### src/sv/qir_pkg.sv
// qir_pkg: shared types and constants for queue_insert_and_rotate.
// Holds the request and result structs and the per-cycle cell command.
// No dependencies.
package qir_pkg;

	localparam int DEPTH = 64;
	localparam int CNT_W = $clog2(DEPTH + 1);
	localparam int CMP_W = (CNT_W > 8) ? CNT_W : 8;

	localparam logic [2:0] OP_ENQ  = 3'd0;
	localparam logic [2:0] OP_DEQ  = 3'd1;
	localparam logic [2:0] OP_INS  = 3'd2;
	localparam logic [2:0] OP_ROTL = 3'd3;
	localparam logic [2:0] OP_ROTR = 3'd4;

	localparam logic [1:0] STAT_DONE   = 2'd0;
	localparam logic [1:0] STAT_FULL   = 2'd1;
	localparam logic [1:0] STAT_EMPTY  = 2'd2;
	localparam logic [1:0] STAT_ROTATE = 2'd3;

	typedef logic [2:0] cell_cmd_t;
	localparam cell_cmd_t CMD_NOP    = 3'd0;
	localparam cell_cmd_t CMD_WRITE  = 3'd1;
	localparam cell_cmd_t CMD_SHIFT  = 3'd2;
	localparam cell_cmd_t CMD_INSERT = 3'd3;
	localparam cell_cmd_t CMD_ROTATE = 3'd4;

	typedef struct packed {
		logic [2:0]         operation;
		logic signed [31:0] item_value;
		logic [7:0]         position;
	} req_t;

	typedef struct packed {
		logic signed [31:0] head_value;
		logic [6:0]         entry_count;
		logic [1:0]         status;
	} rsp_t;

	typedef struct packed {
		cell_cmd_t          cmd;
		logic [CNT_W-1:0]   target;
		logic [CNT_W-1:0]   last;
		logic signed [31:0] value;
	} cell_ctl_t;

endpackage

### src/sv/qir_cell.sv
// qir_cell: one queue slot of the cell chain.
// Takes its word from a neighbor, the head cell or the request per command.
// Depends on qir_pkg.
module qir_cell import qir_pkg::*; (
	input  logic                     clk,
	input  logic [CNT_W-1:0]         index,
	input  cell_ctl_t                ctl,
	input  logic signed [31:0]       head_in,
	input  logic signed [31:0]       left,
	input  logic signed [31:0]       right,
	output logic signed [31:0]       data
);

	logic signed [31:0] data_q;

	always_ff @(posedge clk) begin
		unique case (ctl.cmd)
			CMD_WRITE: begin
				if (index == ctl.target) data_q <= ctl.value;
			end
			CMD_SHIFT: begin
				data_q <= right;
			end
			CMD_INSERT: begin
				if (index > ctl.target) data_q <= left;
				else if (index == ctl.target) data_q <= ctl.value;
			end
			CMD_ROTATE: begin
				if (index == ctl.last) data_q <= head_in;
				else if (index < ctl.last) data_q <= right;
			end
			default: begin
				data_q <= data_q;
			end
		endcase
	end

	assign data = data_q;

endmodule

### config.mk
export PLATFORM = sky130hd
export DESIGN_NAME = qir_cell
export DESIGN_NICKNAME = d
export VERILOG_FILES = /design/src/sv/qir_pkg.sv /design/src/sv/qir_cell.sv
export SDC_FILE = /design/constraint.sdc
export NUM_CORES = 1
export LEC_CHECK = 0
export BUFFER_PORTS_ARGS = -buffer_cell sky130_fd_sc_hd__buf_4
export CORE_MARGIN = 4
export CORE_UTILIZATION = 44
export CTS_CLUSTER_SIZE = 40
export DETAILED_ROUTE_END_ITERATION = 7
export GPL_TIMING_DRIVEN = 0
export PLACE_DENSITY_LB_ADDON = 0.08
export RECOVER_POWER = 25
export SKIP_CTS_REPAIR_TIMING = 1
export SYNTH_ARGS = -nofsm -noshare
export SYNTH_HDL_FRONTEND = slang
export SYNTH_SLANG_ARGS = --single-unit
### constraint.sdc
create_clock -name clk -period 4.7 [get_ports clk]
set_clock_uncertainty 0.2 [all_clocks]
set_input_delay 0.94 -clock clk [delete_from_list [all_inputs] [get_ports clk]]
set_output_delay 0.94 -clock clk [all_outputs]
set_load 0.01 [all_outputs]
After elaboration in Yosys (flattened, before gate mapping)
Cells that the tools add are included.
{"block": "classes", "n_addsub": 0, "eq_ne": 7, "mul": 0, "bitwise": 0, "n_lt_le_gt_ge": 2, "n_shift": 0, "muxes": 5, "reduce_logical": 2, "n_div": 0}
{"cell": "32-bit 2-to-1 mux", "n": 4}
{"cell": "32-bit one-hot mux with 4 select lines", "n": 1}
{"cell": "7-bit equality test", "n": 2}
{"cell": "7-bit greater-than comparator", "n": 1}
{"cell": "7-bit less-than comparator", "n": 1}
{"cell": "3-bit by 2-bit equality test with 1-bit output (second input constant)", "n": 2}
{"cell": "4-bit nonzero test", "n": 1}
{"cell": "3-bit by 1-bit equality test with 1-bit output (second input constant)", "n": 1}
{"cell": "3-bit equality test (second input constant)", "n": 1}
{"cell": "3-bit inequality test (second input constant)", "n": 1}
{"cell": "2-bit AND reduction", "n": 1}
{"block": "totals", "in_bits": 153, "elab_cells": 17, "romBits": 0, "memories": 0, "output_inout_bits": 32, "latchBits": 0, "ram_bits": 0, "reg_bits": 32}

Logic depth before layout (Yosys ltp)
Gate-level depths: netlist of the first run.
{"block": "logic_depth", "word_depth": 4, "depth_mapped": 8, "depth_no_buf": 7}

Least setup slack after synthesis of the first run
Ideal clock, no wire load.
{"block": "synth_path", "path_type": "input to register", "from": "in ctl[38] in the netlist's numbering", "to": "reg data_q[0], in the netlist data[0] (enable)", "path_buffers": 0, "cell_stages": 5, "t_required_ns": 4.059, "arrival_time_ns": 3.442, "setup_time_ns": 0.441, "path_slack_ns": 0.618, "path_cell_list": "inv_1 -> ha_1 -> and4_1 -> nand4_1 -> a31oi_1"}
{"block": "synth_between", "elab_chain_cells": 3, "elab_cells_between_ends": 4, "cone_classes": "order compare: 1; eq/ne: 2; reduce/logical: 1"}
{"item": "start: declaration", "line_no": "qir_cell.sv:7", "source": "input cell_ctl_t ctl,"}
{"item": "7-bit less-than comparator or 7-bit equality test (tied branches)", "line_no": "qir_cell.sv:30, qir_cell.sv:29"}
{"item": "3-bit inequality test (no source line) *"}
{"item": "2-bit AND reduction (no source line) *"}
{"item": "end signal: assignment", "line_no": "qir_cell.sv:29", "source": "if (index == ctl.last) data_q <= head_in;"}
{"item": "end signal: assignment", "line_no": "qir_cell.sv:30", "source": "else if (index < ctl.last) data_q <= right;"}
{"item": "end signal: assignment", "line_no": "qir_cell.sv:33", "source": "data_q <= data_q;"}
{"item": "end: declaration", "line_no": "qir_cell.sv:14", "source": "logic signed [31:0] data_q;"}
Mark *: on every way between the ends. The rest lies on a longest branch, timed or not.
A chain may end at the register's enable or synchronous reset.

Worst setup path in the final report of the first run
{"block": "layout_path", "from": "in index[1]", "to": "reg data_q[8], in the netlist data[8] (enable)"}
{"block": "layout_between", "elab_chain_cells": 3, "elab_cells_between_ends": 4, "cone_classes": "order compare: 1; eq/ne: 2; reduce/logical: 1"}
{"item": "start: declaration", "line_no": "qir_cell.sv:6", "source": "input logic [CNT_W-1:0] index,"}
{"item": "7-bit less-than comparator or 7-bit equality test (tied branches)", "line_no": "qir_cell.sv:30, qir_cell.sv:29"}
{"item": "3-bit inequality test (no source line) *"}
{"item": "2-bit AND reduction (no source line) *"}
Marks and branches as above.

==> impl_metrics.json, run 1 <==
{
  "cp_data_arrival_time_ps": 2840,
  "area_growth_pct": 51.42,
  "path_clk_slew_ps": 70,
  "numClockSinks": 32,
  "tritoncts": "done",
  "top_usage_layer": "met2",
  "powerDensity_nw_per_um2": 219.1,
  "ant_nets": 0,
  "first_pass_iters": 5,
  "finalSetupViolCount": 0,
  "p_sw_share_pct": 31.00,
  "start_kind": "input pin",
  "r2r_cells": 3,
  "die_h_um": 89.84,
  "run_status": "finished clean",
  "final-max-slew-violation-count": 0,
  "use_met3_pct": 5.593,
  "grt_use_total_pct": 22.29,
  "drt_iter0_drc": 141,
  "vias_per_cell": 5.441,
  "internal_power_uw": 674.5,
  "grt_overflow": 0,
  "clock.fmax_ghz": 0.3285,
  "cts_root_buf": "clkbuf_8",
  "hpwl_um": 7560,
  "cp_max_fo": 17,
  "cts.path.max_buffers": 2,
  "ir_drop_mv": 0.1520,
  "clock_latency_ps": 280,
  "ys_types": 34,
  "pin_count": 185,
  "power_frac_comb_pct": 37.6,
  "wl_per_cell_um": 16.78,
  "avgSynthCellArea_um2": 9.661,
  "path_class": "in -> reg",
  "finalCriticalPeriod_ps": 3044,
  "cts_max_level": 2,
  "synthesis.area_um2": 2947,
  "period_share_pct": 64.76,
  "final-hold-violation-count": 0,
  "p_seq_share_pct": 39.4,
  "crit_required_ps": 4490,
  "largest_reg_flops": 32,
  "rsz0062_at_grt": "false",
  "endpoint_kind": "flop",
  "layout.nets": 663,
  "synthCells": 305,
  "grt_pass1_vias": 3127,
  "grt_max_degree": 18,
  "diodes": 0,
  "cts_made_buffers": 5,
  "clock_power_share_pct": 22.9,
  "routed_wl_um": 9632,
  "p_leak_nw": 2.098,
  "use_met1_pct": 25.81,
  "portBuffers": 183,
  "syn_nets": 472,
  "use_met2_pct": 40.29,
  "die_w_um": 89.84,
  "max_slew_margin_pct": 52.43,
  "cap_violations": 0,
  "drc": 0,
  "yosysWarnings": 0,
  "fin_tns_setup_ps": 0,
  "synth-seq-area-share_pct": 32.61,
  "start_util_pct": 45.88,
  "worstMarginPinSlew_ps": 713.5,
  "row_count": 29,
  "p_sw_uw": 303.1,
  "hold_path.class": "reg -> reg",
  "dr_total_vias": 3123,
  "dieArea_um2": 8070,
  "core_area_um2": 6422,
  "hold_path_depth": 3,
  "gp_congestion": 0.8147,
  "finalPower_uw": 977.6,
  "antenna_found_initial": 0,
  "grt_pass1_wl_um": 14860,
  "drive_gt1_share_pct": 38.83,
  "ys_seq_elements": 32
}
## final timing paths
path	from	end	slack (ps)
max	index[1]	data[8]	1660
min	data[30]	data[30]	510
max reg2reg	data[0]	data[0]	3310
min reg2reg	data[30]	data[30]	510
## layout make-up
cell class	instances	area, um2
sequential	32	960.9
timing repair buffer	184	1311
clock inverter	3	23.77
multi-input combinational	238	1810
clock buffer	5	68.82
buffer	22	141.4
fill	539	1961
inverter	13	48.80
tap	77	96.34
## cells by family after synthesis
kind of cell	count (synthesis)	synth area share (%)
and+or+nand+nor	111	18.51
AOI/OAI and AO/OA	79	25.01
buffers and inverters	35	6.455
muxes	32	10.87
DFF	32	32.61
adders and majority gates	14	5.945
xor gates and xnor gates	2	0.5946
## critical path, cell delays in order
cell	delay, ps
buf_4	120
ha_1	310
nor2b_1	140
o21a_1	150
o21ai_0	150
nand3b_1	150
a31oi_4	640
buf_16	230
## power by group through the flow
stage,clock (mW),combinational (mW),sequential (mW)
finish,0.224,0.368,0.385
global route,0.243,0.402,0.390
CTS,0.228,0.390,0.386
detailed placement,0,0.388,0.392
global placement,0,0.370,0.394
floorplan,0,0.170,0.411
## through the flow
step / setup slack (ps) / util (%) / hold WS [ps] / area, um2 / std cells
after floorplan: 617.6 / - / 524.9 / 2947 / 305
after global placement: -541.5 / 68.77 / 473.2 / 4417 / 565
after detailed placement: 1348 / 69.43 / 488.6 / 4459 / 566
after CTS: 1643 / 70.87 / 510.9 / 4552 / 574
after global routing: 1565 / 69.47 / 544.4 / 4462 / 574
final: 1656 / 69.47 / 507.2 / 4462 / 574
## routing by layer
metal | routed length [um] | share of wire [%]
met1 | 3888 | 40
met2 | 4873 | 51
met3 | 701 | 7.3
met4 | 170 | 1.8
met5 | 0 | 0
## synth_stat cells, drive strengths merged
cell    instances  area [um2]
nand4           2       12.51
o21a            1       7.510
xor2            1       8.760
inv            13       48.80
o21ai           2       10.01
nand3b          3       22.52
nor2           35       141.4
a211o          32       280.3
and2           32       200.2
a32oi           1       16.27
clkbuf          5       18.77
a211oi          2       32.53
nand3           1       5.000
and4b           1       10.01
edfxtp         32       960.9
a311oi          1       8.760
and4            1       8.760
nor2b           3       21.27
ha             14       175.2
a31oi           2       12.51
a21oi           3       26.28
mux2i          32       320.3
xnor2           1       8.760
a221o          32       320.3
a21o            3       22.52
nand2          33       123.9
buf            17       122.6
## placed cells by master (no fill, tap or decap), drive strengths merged, types with 2 or more instances in the layout
master / synthesis / final
clkbuf: 5 / 34
buf: 17 / 177
nor2b: 3 / 3
a221o: 32 / 32
mux2i: 32 / 32
a21o: 3 / 3
nor2: 35 / 35
nand2: 33 / 33
o21ai: 2 / 2
a21oi: 3 / 3
edfxtp: 32 / 32
and2: 32 / 32
inv: 13 / 13
a211oi: 2 / 2
ha: 14 / 14
nand3b: 3 / 3
clkinvlp: 0 / 2
a211o: 32 / 32
nand4: 2 / 2
a31oi: 2 / 2
(Power assumes the default switching activity.)
==> run 2: changes to the inputs <==
==> constraint.sdc (replaced) <==
create_clock -name clk -period 3 [get_ports clk]
set_clock_uncertainty 0.2 [all_clocks]
set_input_delay 0.6 -clock clk [delete_from_list [all_inputs] [get_ports clk]]
set_output_delay 0.6 -clock clk [all_outputs]
set_load 0.01 [all_outputs]
==> run 2 against run 1 <==
Compared with the run above: final area fell by 0.56%; sequential power rose by 57%; wire length increased by 3.2%; non-clock buffer count is 1 lower; total power grew 55%; combinational power up 55%; utilization down 0.39 points; sequential cell count is the same; global-route usage increased by 0.21 points; register-to-register slack got worse by 1700 ps; highest routed layer unchanged.
==> impl_metrics.json, run 2 (synthesis gave the netlist of run 1 again) <==
{
  "period_share_pct": 94.43,
  "antenna_found_initial": 0,
  "place_area_um2": 4432,
  "cp_top_family": "compound AO/OA/AOI/OAI gates",
  "start_kind": "input pin",
  "grt_max_degree": 33,
  "powerDensity_nw_per_um2": 340.5,
  "cp.buffers_inverters": 1,
  "grt_pass1_wl_um": 15010,
  "use_met1_pct": 27.12,
  "largest_reg_flops": 32,
  "ant_nets": 0,
  "use_met3_pct": 5.843,
  "design_area_um2": 4437,
  "hpwl_um": 7611,
  "hold_path.class": "in -> reg",
  "die_h_um": 89.84,
  "worstMarginPinSlew_ps": 1062,
  "path_clk_slew_ps": 80,
  "wl_per_cell_um": 17.33,
  "gp_congestion": 0.7847,
  "grt_use_total_pct": 22.51,
  "tritoncts": "done",
  "clock.fmax_ghz": 0.3530,
  "final-hold-violation-count": 0,
  "vias_per_cell": 5.523,
  "postLayoutCoreUtil_pct": 69.08,
  "clock_power_share_pct": 22.0,
  "clock_latency_ps": 280,
  "cts_made_buffers": 5,
  "p_sw_share_pct": 30.94,
  "cts_max_level": 2,
  "first_pass_iters": 4,
  "endpoint_kind": "flop",
  "hold_slack_ps": 479.6,
  "run_status": "finished clean",
  "cp_max_fo": 16,
  "die_w_um": 89.84,
  "start_util_pct": 45.88,
  "cts_root_buf": "clkbuf_8",
  "portBuffers": 183,
  "reg2reg_slack_ps": 1610,
  "layout.nets": 663,
  "core_area_um2": 6422,
  "critPathSlowestCell": "a31oi_2",
  "numClockSinks": 32,
  "max_slew_margin_pct": 29.00,
  "internal_power_mw": 1.043,
  "row_count": 29,
  "cap_violations": 0,
  "pin_count": 185,
  "crit_required_ps": 2710,
  "path_class": "in -> reg",
  "cp_data_arrival_time_ps": 2540,
  "area_growth_pct": 50.57,
  "grt_pass1_vias": 3226,
  "drc": 0,
  "grt_overflow": 0,
  "most-common-layout-cells": "buf_4, nand2_1, nor2_1",
  "p_leak_nw": 2.092,
  "dieArea_um2": 8070,
  "cts.path.max_buffers": 2,
  "finalSetupViolCount": 0,
  "drt_iter0_drc": 126,
  "routed_wl_um": 9945,
  "p_sw_uw": 467.5,
  "layout_commonest_cell": "buf_4",
  "use_met2_pct": 40.41,
  "critPathMaxStageDelay_ps": 840,
  "critical_path.cell_chain": "buf_4 > ha_1 > nor2b_1 > o21a_1 > o21ai_0 > nand3b_1 > a31oi_2",
  "dpl_worst_slack_ps": -207.2,
  "finalCriticalPeriod_ps": 2833,
  "drive_gt1_share_pct": 38.63,
  "top_usage_layer": "met2",
  "timing.final.ws_setup_ps": 167.1,
  "final-max-slew-violation-count": 0,
  "rsz0062_at_grt": "false",
  "dr_total_vias": 3170,
  "diodes": 0,
  "dp.cells": 565,
  "power_frac_comb_pct": 37.9,
  "layoutNonFillerInstCount": 574,
  "ir_drop_mv": 0.1897,
  "p_seq_share_pct": 40.1
}
==> run 2: worst register-to-register path: cells and delay by family, from the launching register on <==
kind,cells,cell delay [ps]
compound gates,1,260
flops,1,400
mux,1,200
simple gates,1,80
==> run 2: power groups by stage <==
stage | Clock, mW | Combinational, mW | Sequential (mW)
floorplan | 0 | 0.270 | 0.641
global placement | 0 | 0.585 | 0.614
detailed placement | 0 | 0.601 | 0.616
CTS | 0.332 | 0.603 | 0.607
global route | 0.348 | 0.627 | 0.613
finish | 0.333 | 0.572 | 0.606
==> run 2: path summary, 6_finish.rpt <==
kind             from  endpoint  depth (start not counted)
max          index[1]  data[24]                          7
min          left[12]  data[12]                          3
max reg2reg   data[4]   data[4]                          3
min reg2reg  data[23]  data[23]                          3
==> run 2: layout make-up <==
type	instances	area, um2
Clock buffer	5	68.82
Clock inverter	3	13.76
Multi-Input combinational cell	239	1823
Tap cell	77	96.34
Inverter	13	48.80
Sequential cell	32	960.9
Timing Repair Buffer	183	1284
Fill cell	561	1986
Buffer	22	141.4
==> run 2: stage by stage <==
stage,setup TNS (ps),total power [mW]
2_1_floorplan,0,0.9112
3_3_place_gp,-6425,1.199
3_5_place_dp,-6579,1.217
4_1_cts,0,1.543
5_1_grt,0,1.588
6_report,0,1.511
==> run 2: routing by layer <==
metal,vias to the layer above,wire [um]
li1,1539,-
met1,1483,3905
met2,137,5127
met3,11,792
met4,0,119
met5,-,0
