`src/sv/qir_pkg.sv`:
```
// qir_pkg: shared types and constants for queue_insert_and_rotate.
// Holds the request and result structs and the per-cycle cell command.
// No dependencies.
package qir_pkg;

	localparam int DEPTH = 64;
	localparam int CNT_W = $clog2(DEPTH + 1);
	localparam int CMP_W = (CNT_W > 8) ? CNT_W : 8;

	localparam logic [2:0] OP_ENQ  = 3'd0;
	localparam logic [2:0] OP_DEQ  = 3'd1;
	localparam logic [2:0] OP_INS  = 3'd2;
	localparam logic [2:0] OP_ROTL = 3'd3;
	localparam logic [2:0] OP_ROTR = 3'd4;

	localparam logic [1:0] STAT_DONE   = 2'd0;
	localparam logic [1:0] STAT_FULL   = 2'd1;
	localparam logic [1:0] STAT_EMPTY  = 2'd2;
	localparam logic [1:0] STAT_ROTATE = 2'd3;

	typedef logic [2:0] cell_cmd_t;
	localparam cell_cmd_t CMD_NOP    = 3'd0;
	localparam cell_cmd_t CMD_WRITE  = 3'd1;
	localparam cell_cmd_t CMD_SHIFT  = 3'd2;
	localparam cell_cmd_t CMD_INSERT = 3'd3;
	localparam cell_cmd_t CMD_ROTATE = 3'd4;

	typedef struct packed {
		logic [2:0]         operation;
		logic signed [31:0] item_value;
		logic [7:0]         position;
	} req_t;

	typedef struct packed {
		logic signed [31:0] head_value;
		logic [6:0]         entry_count;
		logic [1:0]         status;
	} rsp_t;

	typedef struct packed {
		cell_cmd_t          cmd;
		logic [CNT_W-1:0]   target;
		logic [CNT_W-1:0]   last;
		logic signed [31:0] value;
	} cell_ctl_t;

endpackage

```
`src/sv/qir_ctrl.sv`:
```
// qir_ctrl: request decode, entry count, rotate step counter and result register.
// Drives one command per cycle to the cell chain.
// Depends on qir_pkg.
module qir_ctrl import qir_pkg::*; (
	input  logic               clk,
	input  logic               arst_n,
	input  logic               start,
	input  req_t               req,
	input  logic signed [31:0] head_in,
	output cell_ctl_t          ctl,
	output logic               busy,
	output logic               done,
	output rsp_t               rsp
);

	localparam logic S_IDLE = 1'b0;
	localparam logic S_ROT  = 1'b1;

	logic             state_q;
	logic [CNT_W-1:0] cnt_q;
	logic [CNT_W-1:0] steps_q;
	logic             done_q;
	rsp_t             rsp_q;

	logic             accept;
	logic             full;
	logic             empty;
	logic             too_far;
	logic [CMP_W-1:0] pos_ext;
	logic [CMP_W-1:0] cnt_ext;
	logic [CNT_W-1:0] pos_n;
	logic [CNT_W-1:0] nxt_cnt;
	logic [1:0]       nxt_status;
	logic signed [31:0] nxt_head;
	logic             go_rot;
	logic [CNT_W-1:0] rot_steps;

	assign accept  = start && (state_q == S_IDLE);
	assign pos_ext = CMP_W'(req.position);
	assign cnt_ext = CMP_W'(cnt_q);
	assign pos_n   = CNT_W'(req.position);
	assign full    = (cnt_q == CNT_W'(DEPTH));
	assign empty   = (cnt_q == '0);
	assign too_far = (pos_ext >= cnt_ext);

	always_comb begin
		ctl.cmd    = CMD_NOP;
		ctl.target = cnt_q;
		ctl.last   = cnt_q - CNT_W'(1);
		ctl.value  = req.item_value;
		nxt_cnt    = cnt_q;
		nxt_status = STAT_DONE;
		nxt_head   = '0;
		go_rot     = 1'b0;
		rot_steps  = '0;
		if (state_q == S_ROT) begin
			ctl.cmd = CMD_ROTATE;
		end else begin
			unique case (req.operation)
				OP_ENQ: begin
					if (full) nxt_status = STAT_FULL;
					else begin
						ctl.cmd = CMD_WRITE;
						nxt_cnt = cnt_q + CNT_W'(1);
					end
				end
				OP_DEQ: begin
					if (empty) nxt_status = STAT_EMPTY;
					else begin
						ctl.cmd  = CMD_SHIFT;
						nxt_head = head_in;
						nxt_cnt  = cnt_q - CNT_W'(1);
					end
				end
				OP_INS: begin
					if (full) nxt_status = STAT_FULL;
					else begin
						ctl.cmd    = CMD_INSERT;
						ctl.target = too_far ? cnt_q : pos_n;
						nxt_cnt    = cnt_q + CNT_W'(1);
					end
				end
				OP_ROTL: begin
					if (too_far) nxt_status = STAT_ROTATE;
					else begin
						rot_steps = pos_n;
						go_rot    = (pos_n != '0);
					end
				end
				OP_ROTR: begin
					if (too_far) nxt_status = STAT_ROTATE;
					else begin
						rot_steps = cnt_q - pos_n;
						go_rot    = (pos_n != '0);
					end
				end
				default: begin
					nxt_status = STAT_DONE;
				end
			endcase
			if (!accept) ctl.cmd = CMD_NOP;
		end
	end

	always_ff @(posedge clk or negedge arst_n) begin
		if (!arst_n) begin
			state_q <= S_IDLE;
			cnt_q   <= '0;
			steps_q <= '0;
			done_q  <= 1'b0;
		end else begin
			done_q <= 1'b0;
			if (state_q == S_ROT) begin
				steps_q <= steps_q - CNT_W'(1);
				if (steps_q == CNT_W'(1)) begin
					state_q <= S_IDLE;
					done_q  <= 1'b1;
				end
			end else if (accept) begin
				cnt_q <= nxt_cnt;
				if (go_rot) begin
					state_q <= S_ROT;
					steps_q <= rot_steps;
				end else begin
					done_q <= 1'b1;
				end
			end
		end
	end

	always_ff @(posedge clk) begin
		if (accept) begin
			rsp_q.head_value  <= nxt_head;
			rsp_q.entry_count <= 7'(nxt_cnt);
			rsp_q.status      <= nxt_status;
		end
	end

	assign busy = (state_q == S_ROT);
	assign done = done_q;
	assign rsp  = rsp_q;

	a_done_idle: assert property (@(posedge clk) disable iff (!arst_n)
		done_q |-> state_q == S_IDLE)
		else $error("result strobe while rotating");

	a_cnt_bound: assert property (@(posedge clk) disable iff (!arst_n)
		cnt_q <= CNT_W'(DEPTH))
		else $error("entry count above depth");

	a_steps_live: assert property (@(posedge clk) disable iff (!arst_n)
		state_q == S_ROT |-> steps_q != '0)
		else $error("rotate with no steps left");

	a_rot_count: assert property (@(posedge clk) disable iff (!arst_n)
		state_q == S_ROT |=> $stable(cnt_q))
		else $error("count changed during rotate");

	a_enq_count: assert property (@(posedge clk) disable iff (!arst_n)
		accept && req.operation == OP_ENQ && !full |=> cnt_q == $past(cnt_q) + CNT_W'(1))
		else $error("enqueue did not grow count");

endmodule

```
`config.mk`:
```
export PLATFORM = sky130hd
export DESIGN_NAME = qir_ctrl
export DESIGN_NICKNAME = d
export VERILOG_FILES = /design/src/sv/qir_pkg.sv /design/src/sv/qir_ctrl.sv
export SDC_FILE = /design/constraint.sdc
export NUM_CORES = 1
export LEC_CHECK = 0
export BUFFER_PORTS_ARGS = -buffer_cell sky130_fd_sc_hd__buf_2
export CAP_MARGIN = 20
export CORE_MARGIN = 3
export CORE_UTILIZATION = 49
export CTS_BUF_LIST = sky130_fd_sc_hd__clkbuf_2
export CTS_CLUSTER_SIZE = 28
export DETAILED_ROUTE_END_ITERATION = 8
export GPL_TIMING_DRIVEN = 0
export HOLD_SLACK_MARGIN = 0.02
export PLACE_DENSITY = 0.85
export SLEW_MARGIN = 20
export SYNTH_ARGS = -nofsm -noshare
export SYNTH_HDL_FRONTEND = slang
export SYNTH_SLANG_ARGS = --single-unit
```
`constraint.sdc`:
```
create_clock -name clk -period 2.85 [get_ports clk]
set_clock_uncertainty 0.1 [all_clocks]
set_input_delay 0.4275 -clock clk [delete_from_list [all_inputs] [get_ports clk]]
set_output_delay 0.4275 -clock clk [all_outputs]
set_load 0.01 [all_outputs]
```
# Yosys cells after proc, flatten, opt, wreduce, memory -nomap -nowiden
# Cells that the tools add are included.
# op_classes
addsub	4
reduce_logical	11
muxes	34
eq_ne	6
order_cmp	1
bitwise	2
# ops
op	n
$mux 7	11
$pmux 7 s2	2
$sub 7x1->7 const B	2
$mux 1	13
$mux 9	1
$pmux 3 s3	1
$ge 8x7->1	1
$add 7x1->7 const B	1
$eq 7x1->1 const B	1
$eq 7x7->1 const B	1
$logic_not 7->1	1
$reduce_bool 7->1	1
$sub 7x7->7	1
$eq 3x2->1 const B	2
$mux 2	3
$mux 3	2
$pmux 2 s3	1
$reduce_and 2->1	2
$reduce_bool 2->1	2
$reduce_or 2->1	2
$eq 3x1->1 const B	1
$eq 3x3->1 const B	1
$logic_not 3->1	1
$reduce_or 3->1	1
2 further kinds	3
# word_totals
register_bits	57
in_bits	78
out_inout_bits	92
wordCells	65

# Logic depth before layout (Yosys ltp)
# Gate-level depths: netlist of run 1.
# depth
word_depth	7
mapped_depth	9
mapped_depth_nobuf	9

# Worst setup path after synthesis of run 1
# No wires, ideal clock.
# synth_timing
kind	input port to output port
startpoint	input req[5] in the netlist's numbering
endpoint	output ctl[39] in the netlist's numbering
path_buffers	1
arrival_ns	2.354
path_slack_ns	-0.031
required_time_ns	2.322
path_stages	8
cell_sequence	inv_1 ha_1 clkbuf_1 and4b_1 a221o_1 a21o_1 nor3_4 mux2i_1
# synth_rtl
item	line_no	rtl
start: declaration	qir_ctrl.sv:8	input req_t req,
end: declaration	qir_ctrl.sv:10	output cell_ctl_t ctl,

==> impl_metrics.ini, run 1 <==
[status]
outcome = finished, violations left
violations = setup timing

[power_and_ir_drop]
swShare_pct = 42.9
vdd_drop_max_v = 0.000607
intPower_mw = 2.56
powerDensity_nw_per_um2 = 870
power_frac_comb_pct = 59.2
leakagePower_nw = 2.32
pwr-share-clk_pct = 11.2
power_mw = 4.48
switching_power_mw = 1.92
seq_power_share_pct = 29.6

[critical_path]
cp.arrival_ns = 2.77
crit_type = flop to output pin
max_stage_delay_ns = 0.45
r2r-start = cnt_q[6]$_DFFE_PN0P_
worst-endpoint-required_ns = 2.32
rr_worst_depth = 10
crit_path_max_fanout = 3
cp_cell_sequence = clkinv_4, ha_4, and4b_1, a221o_1, a21o_4, nor3_4, buf_4, mux2i_2, buf_2
slowest_stage = dfrtp_1
startpoint_type = flop
crit_start = cnt_q[6]$_DFFE_PN0P_
endpoint_kind = output pin

[clock_network]
cts_tree = done
worstSkewPairLatency_ns = 0.48
clock_sinks = 57
clk_path_buf_depth = 2
htreeDepth = 3
clk_pin_slew_ns = 0.17
clockRootBuffer = clkbuf_2
numCtsBuffers = 9

[synth]
syn_inst = 364
netlist-cell-type-count = 61
synthArstFlopShare_pct = 28.1
synth_nets = 460
synthFlopType = edfxtp_1
syn_area_per_cell_um2 = 10.2
ys_seq_elements = 57
yosysSeqAreaShare_pct = 44.1
syn-cell-area_um2 = 3700
synth_edf_count = 41
synth_warnings = 0

[grt]
grt_pass1_wl_um = 16100
track_usage_pct = 23.7
antenna_found_initial = 1
grt-ovfl-total = 0
grt_pass1_vias = 3392
grt_max_degree = 38

[sta]
rsz0062_at_grt = true
slew_violations = 0
whs_ns = 0.111
tightest_slew_ns = 0.686
setup_viol = 9
slew_headroom_pct = 54.3
hold_viol = 0
period_needed_ns = 3.30
fmax_mhz = 303
fin_ws_ns = -0.451
period_share_pct = 116

[drt]
drtIter0Drc = 446
wl_per_cell_um = 17.6
first_pass_iters = 5
finalWirelength_um = 11400
ant_nets = 0
route.detailed.drc = 0
detail_route.vias_per_cell = 5.76
vias = 3728

[die]
initial_utilization_pct = 50.7
core_um2 = 7290
die_x_um = 92.9
dieArea_um2 = 8630
io_pins = 170
rows = 31
die_h_um = 92.9

[final_layout]
area_growth_pct = 39.3
mostFrequentLayoutCells = 138 x buf_2, 58 x buf_4, 41 x edfxtp_1, 34 x and2_1, 18 x nand2_1
final_nets = 638
final_common_cell = buf_2
layout-drive-gt1-share_pct = 48.3

[hold_path]
hold_depth = 2
min_path_type = primary input to flop
hp-start = head_in[27]

[place]
dp_hpwl_um = 7520
io_buffers = 137
gp_congestion = 0.940

[run]
cap_violations = 0
## synthesized netlist by cell type (all sizes together), types with 3 or more instances
| master | n | share of area, % |
|---|---|---|
| a211oi | 3 | 0.95 |
| a21o | 4 | 0.81 |
| a21oi | 11 | 1.5 |
| a22o | 6 | 1.4 |
| a22oi | 3 | 0.61 |
| a31oi | 4 | 0.68 |
| and2 | 34 | 5.8 |
| buf | 34 | 6.8 |
| clkbuf | 15 | 1.5 |
| dfrtp | 16 | 11 |
| edfxtp | 41 | 33 |
| ha | 17 | 5.8 |
| inv | 22 | 2.2 |
| mux2i | 11 | 3.0 |
| nand2 | 19 | 1.9 |
| nand2b | 3 | 0.51 |
| nand3 | 7 | 0.95 |
| nor2 | 19 | 1.9 |
| nor3 | 8 | 1.4 |
| nor3b | 3 | 0.61 |
| nor4 | 3 | 0.51 |
| nor4b | 3 | 0.71 |
| o211ai | 3 | 0.61 |
| o21ai | 17 | 2.3 |
| o22ai | 3 | 0.51 |
| o2bb2ai | 4 | 0.95 |
| o311a | 3 | 0.81 |
| or3b | 3 | 0.71 |
| xnor2 | 11 | 2.6 |
| xor2 | 3 | 0.71 |
## power groups by stage
stage	registers, mW	clock network (mW)	logic [mW]
after floorplan	1.38	0	1.23
after global placement	1.33	0	1.88
after detailed placement	1.33	0	1.94
after CTS	1.31	0.501	2.28
after global routing	1.35	0.548	2.84
final	1.33	0.503	2.65
## path summary, 6_finish.rpt
| check | end | slack (ns) |
|---|---|---|
| setup / recovery | ctl[39] | -0.45 |
| hold / removal | rsp[36]$_SDFFCE_PP0P_ | 0.11 |
| setup reg to reg | steps_q[6]$_DFFE_PN0P_ | 0.06 |
| hold reg to reg | steps_q[0]$_DFFE_PN0P_ | 0.48 |
| max in group asynchronous | cnt_q[1]$_DFFE_PN0P_ | 2.01 |
| min in group asynchronous | cnt_q[0]$_DFFE_PN0P_ | 0.29 |
## stage by stage
step	setup TNS (ns)	instances	util, %	worst slack [ns]	area, um^2
after floorplan	0	364	-	0.00461	3700
after global placement	-6.53	600	61.9	-0.460	4510
after detailed placement	-5.68	601	62.1	-0.495	4530
after CTS	-1.98	631	67.6	-0.316	4930
after global routing	-3.92	647	70.7	-0.555	5150
final	-2.92	647	70.7	-0.451	5150
## registers in the layout, summed over array words and instances, names as in the netlist
signal and count:
busy 1, cnt_q 7, done 1, rsp 41
steps_q 7
## timing repair
action                                 CTS  global route
setup endpoints to repair               40            33
endpoints found under the hold margin   16             0
hold buffers                             1             0
setup buffers                           14            15
pin swaps                                3            12
resized for setup                       47            27
## cell families after synthesis
kind of cell | count (synthesis) | synth area share (%)
simple gates | 113 | 17.1
compound gates | 78 | 15.2
buf+inv | 72 | 10.7
flops | 57 | 44.1
fa+ha+maj | 18 | 6.29
xor+xnor | 14 | 3.32
mux | 12 | 3.28
## cell type report
type                    instances  area [um^2]
diodes                          1         2.50
clock inverters                 4         45.0
fillers                       550         2140
repair buffers                168          956
clock buffers                  12         60.1
well taps                      99          124
plain buffers                  48          329
multi-input cells             235         1900
inverters                      23          106
flip-flops and latches         57         1640
## critical path: cells and delay by family (launching register included)
kind | cells | cell delay (ns)
and+or+nand+nor | 2 | 0.36
buffers and inverters | 3 | 0.42
DFF | 1 | 0.45
adders and majority gates | 1 | 0.22
muxes | 1 | 0.19
AOI/OAI and AO/OA | 2 | 0.63
## metal layers
metal	routed length, um	part of all wire, %	track usage (%)	vias up
met5	0	0	0	-
met3	1290	11	4.39	75
met4	629	5.5	11.8	0
met2	5340	47	38.9	339
met1	4110	36	30.0	1678
li1	-	-	-	1636
No activity file was read; power rests on OpenSTA's default activity.
==> run 2: changes to the inputs <==
==> constraint.sdc (replaced) <==
create_clock -name clk -period 2.85 [get_ports clk]
set_clock_uncertainty 0.1 [all_clocks]
set_input_delay 0.285 -clock clk [delete_from_list [all_inputs] [get_ports clk]]
set_output_delay 0.285 -clock clk [all_outputs]
set_load 0.01 [all_outputs]
==> run 2 against run 1 <==
  * The run still ends with setup timing left
  * Clock-buffer cell count is 3 lower
  * Sequential cell count stayed put
  * Sequential power hardly changed
  * Register-to-register slack better by 0.18 ns
  * Via count is 2.4% lower
  * First-iteration DRC count is 29% lower
  * Critical path depth stayed put
  * Sequential share of layout area is 0.94 points lower
  * Critical path type unchanged
  * Largest power group unchanged
==> impl_metrics.ini, run 2 (synthesis results as in run 1) <==
[drt]
finalWirelength_um = 11400
wl_per_cell_um = 17.2
drtIter0Drc = 318
ant_nets = 0
route.detailed.drc = 0
detail_route.vias_per_cell = 5.49
first_pass_iters = 5
vias = 3640

[status]
violations = setup timing
outcome = finished, violations left

[die]
io_pins = 170
dieArea_um2 = 8630
die_h_um = 92.9
core_um2 = 7290
rows = 31
initial_utilization_pct = 50.7
die_x_um = 92.9

[critical_path]
crit_path_max_fanout = 7
cp.arrival_ns = 2.65
regToRegSetupSlack_ns = 0.24
r2r-start = cnt_q[4]$_DFFE_PN0P_
worstSetupEndpoint = ctl[41]
startpoint_type = flop
endpoint_kind = output pin
rr_worst_depth = 7
worst-endpoint-required_ns = 2.47
regToRegEndpoint = rsp[19]$_SDFFCE_PP0P_
crit_type = flop to output pin
crit_start = cnt_q[4]$_DFFE_PN0P_

[final_layout]
area_growth_pct = 43.6
diodes = 0
final_nets = 655
layout-drive-gt1-share_pct = 42.6
largest_reg_flops = 41
final_common_cell = buf_2
mostFrequentLayoutCells = 138 x buf_2, 45 x buf_4, 41 x edfxtp_1, 34 x and2_1, 33 x dlygate4sd3_1

[clock_network]
clockRootBuffer = clkbuf_2
cts_tree = done
numCtsBuffers = 9
worstSkewPairLatency_ns = 0.49
clk_pin_slew_ns = 0.20
clk_path_buf_depth = 2
htreeDepth = 3
clock_sinks = 57

[power_and_ir_drop]
power_mw = 4.33
powerDensity_nw_per_um2 = 816
leakagePower_nw = 2.36
vdd_drop_max_v = 0.000609

[sta]
fin_setup_tns_ns = -1.03
setup_viol = 7
slew_violations = 0
slew_headroom_pct = 55.2
period_needed_ns = 3.03
fmax_mhz = 330
period_share_pct = 106
fin_ws_ns = -0.185
tightest_slew_ns = 0.670
rsz0062_at_grt = true
hold_viol = 0

[grt]
antenna_found_initial = 0
grt_max_degree = 39
grt_pass1_vias = 3532
grt_pass1_wl_um = 17200
grt-ovfl-total = 0
track_usage_pct = 25.7

[place]
dp_hpwl_um = 7600
gp_congestion = 1.02
io_buffers = 137

[hold_path]
min_path_type = primary input to async pin

[run]
cap_violations = 0
==> run 2: repair_timing <==
| action | CTS | global route |
|---|---|---|
| setup endpoints to repair | 15 | 24 |
| setup buffers | 14 | 0 |
| hold buffers | 33 | 0 |
| hold endpoints to repair | 48 | 0 |
| pin swaps | 7 | 1 |
| gates resized for setup | 41 | 12 |
==> run 2: power breakdown <==
part,total (mW),internal [mW],leakage [nW],switching (mW)
clock network,0.621,0.290,0.0819,0.331
logic,2.38,1.05,1.69,1.33
registers,1.33,1.17,0.593,0.158
==> run 2: cell type report <==
| class | instances | area (um^2) |
|---|---|---|
| Buffer | 48 | 333 |
| Clock buffer | 9 | 45.0 |
| Clock inverter | 7 | 95.1 |
| Fill cell | 554 | 1980 |
| Inverter | 23 | 104 |
| Multi-Input combinational cell | 235 | 1820 |
| Sequential cell | 57 | 1640 |
| Tap cell | 99 | 124 |
| Timing Repair Buffer | 185 | 1160 |
==> run 2: worst min path at each step <==
stage	slack, ns	endpoint	depth (start not counted)
2_1_floorplan	-0.11	busy$_DFF_PN0_	0
3_3_place_gp	0.15	cnt_q[5]$_DFFE_PN0P_	1
3_5_place_dp	0.14	cnt_q[5]$_DFFE_PN0P_	1
4_1_cts	0.07	done$_DFF_PN0_	4
5_1_grt	0.08	steps_q[4]$_DFFE_PN0P_	3
6_report	0.12	cnt_q[5]$_DFFE_PN0P_	2
==> run 2: critical path: stages (launching register included) <==
cell	delay, ns
dfrtp_1	0.45
buf_6	0.13
ha_4	0.20
and4b_1	0.18
a221o_1	0.33
a21o_4	0.21
nor3_4	0.16
buf_12	0.15
mux2i_1	0.19
buf_2	0.15
==> run 2: stage by stage <==
stage	cells	hold WS (ns)	setup WS (ns)	utilization, %	instance area (um^2)
detailed placement	601	0.145	-0.295	62.1	4530
global route	663	0.0816	-0.310	72.8	5310
finish	663	0.122	-0.185	72.8	5310
global placement	600	0.147	-0.301	61.8	4510
CTS	663	0.0705	-0.143	72.3	5270
floorplan	364	-0.111	0.154	-	3700
==> run 2: per-layer routing <==
| metal | global-route usage, % | share of wire (%) | vias to the layer above |
|---|---|---|---|
| met4 | 9.04 | 2.7 | 0 |
| met5 | 0 | 0 | - |
| li1 | - | - | 1671 |
| met3 | 5.77 | 10 | 35 |
| met2 | 43.5 | 49 | 247 |
| met1 | 32.2 | 38 | 1687 |
==> run 3: changes to the inputs <==
--- a/config.mk
+++ b/config.mk
@@ -16,4 +16,5 @@
 export HOLD_SLACK_MARGIN = 0.02
 export PLACE_DENSITY = 0.85
+export REMOVE_ABC_BUFFERS = 1
 export SLEW_MARGIN = 20
 export SYNTH_ARGS = -nofsm -noshare
==> constraint.sdc (replaced) <==
create_clock -name clk -period 2.85 [get_ports clk]
set_clock_uncertainty 0.1 [all_clocks]
set_input_delay 0 -clock clk [delete_from_list [all_inputs] [get_ports clk]]
set_output_delay 0 -clock clk [all_outputs]
set_load 0.01 [all_outputs]
==> run 3 against run 2 <==
  * Via count fell by 3.4%
  * Die area unchanged
  * Sequential power rose by 8%
  * Final cell count down 5.0%
  * Clock power is 15% lower
  * The run now ends clean
  * Highest routed layer unchanged
==> impl_metrics.ini, run 3 (synthesis results as in run 1) <==
[place]
io_buffers = 105
dp_hpwl_um = 7850
place_ws_ns = -0.207
placed_cell_area_um2 = 4070
gp_congestion = 0.958

[sta]
period_needed_ns = 2.81
setup_viol = 0
rsz0062_at_grt = true
fin_ws_ns = 0.0422
slew_headroom_pct = 31.9
fmax_mhz = 356
period_share_pct = 98.5
tightest_slew_ns = 1.02
slew_violations = 0
hold_viol = 0

[clock_network]
clockRootBuffer = clkbuf_2
htreeDepth = 3
clock_sinks = 57
clk_pin_slew_ns = 0.19
numCtsBuffers = 9
worstSkewPairLatency_ns = 0.49
clk_path_buf_depth = 2
cts_tree = done

[critical_path]
endpoint_kind = output pin
crit_start = cnt_q[2]$_DFFE_PN0P_
worst-endpoint-required_ns = 2.75
cp.arrival_ns = 2.71
r2r-start = cnt_q[0]$_DFFE_PN0P_
startpoint_type = flop
crit_path_max_fanout = 11
crit_type = flop to output pin

[power_and_ir_drop]
leakagePower_nw = 2.23
powerDensity_nw_per_um2 = 798
vdd_drop_max_v = 0.000366

[grt]
antenna_found_initial = 0
grt-ovfl-total = 0
grt_pass1_vias = 3521
track_usage_pct = 28.7
grt_max_degree = 33
grt_pass1_wl_um = 18900

[drt]
detail_route.vias_per_cell = 5.58
vias = 3517
finalWirelength_um = 12400
wl_per_cell_um = 19.6
ant_nets = 0
route.detailed.drc = 0
drtIter0Drc = 226
first_pass_iters = 5

[hold_path]
min_path_type = primary input to flop
hp-start = req[5]

[final_layout]
diodes = 0
mostFrequentLayoutCells = 105 x buf_2, 77 x dlygate4sd3_1, 41 x edfxtp_1, 34 x and2_1, 19 x nand2_1
area_growth_pct = 40.3
layout-drive-gt1-share_pct = 31.6
final_nets = 622
final_common_cell = buf_2
largest_reg_flops = 41
finalInstanceArea_um2 = 5190

[run]
cap_violations = 0

[status]
outcome = completed

[die]
die_x_um = 92.9
io_pins = 170
initial_utilization_pct = 50.7
die_h_um = 92.9
dieArea_um2 = 8630
rows = 31
core_um2 = 7290
==> run 3: changes by cell type in the layout (fill, tap and decap cells not counted), moves of 2 or more <==
cell,change
ha_1,+2
buf_4,-29
dfrtp_2,+3
clkbuf_1,-11
clkbuf_8,-2
inv_1,+2
ha_4,-2
buf_2,-33
dfrtp_1,-3
buf_12,-2
nand2_2,-2
nand2_1,+2
dlygate4sd3_1,+44
==> run 3: final cells by class <==
class                           instances  area [um^2]
Inverter                               23         96.3
Sequential cell                        57         1640
Tap cell                               99          124
Timing Repair Buffer                  200         1460
Clock buffer                            9         45.0
Fill cell                             528         2100
Clock inverter                          7         71.3
Multi-Input combinational cell        235         1760
==> run 3: path summary, 6_finish.rpt <==
kind,endpoint,slack (ns),depth (start not counted)
max,ctl[40],0.04,8
min,steps_q[5]$_DFFE_PN0P_,0.12,6
max reg2reg,rsp[22]$_SDFFCE_PP0P_,0.14,6
min reg2reg,steps_q[0]$_DFFE_PN0P_,0.49,1
max in group asynchronous,cnt_q[0]$_DFFE_PN0P_,1.45,3
min in group asynchronous,cnt_q[2]$_DFFE_PN0P_,0.59,3
==> run 3: worst max-delay path, stage by stage (launching register included) <==
cell	delay [ns]
dfrtp_2	0.54
ha_1	0.39
a21oi_1	0.23
o21ai_2	0.14
a21o_4	0.24
nor3_4	0.14
buf_6	0.14
mux2i_1	0.22
buf_2	0.17
==> run 3: report_power, final <==
group / switching (mW) / internal, mW / leakage, nW
registers: 0.257 / 1.17 / 0.589
clock network: 0.325 / 0.203 / 0.0756
logic: 1.21 / 0.974 / 1.56
==> run 3: per-layer routing <==
metal	global-route usage (%)	share of wire (%)
met5	0	0
met2	46.7	48
met1	37.7	41
met3	6.82	9.0
met4	9.28	2.0
==> run 3: per-stage QoR <==
step / power (mW) / utilization [%] / std cells / hold slack, ns / TNS [ns]
2_1_floorplan: 2.52 / - / 315 / -0.396 / 0
3_3_place_gp: 3.14 / 55.4 / 519 / -0.155 / -8.52
3_5_place_dp: 3.20 / 55.8 / 520 / -0.151 / -1.54
4_1_cts: 3.99 / 70.1 / 623 / 0.0680 / 0
5_1_grt: 4.41 / 71.2 / 630 / 0.168 / -0.363
6_report: 4.14 / 71.2 / 630 / 0.116 / 0
==> run 3: repair_timing <==
item                       in CTS  in global routing
setup endpoints to repair      30                  8
gates resized for setup        24                  5
pin swaps                       4                  2
buffers inserted               10                  7
hold buffers                   77                  0
gates cloned                    0                  0
hold endpoints to repair       93                  0
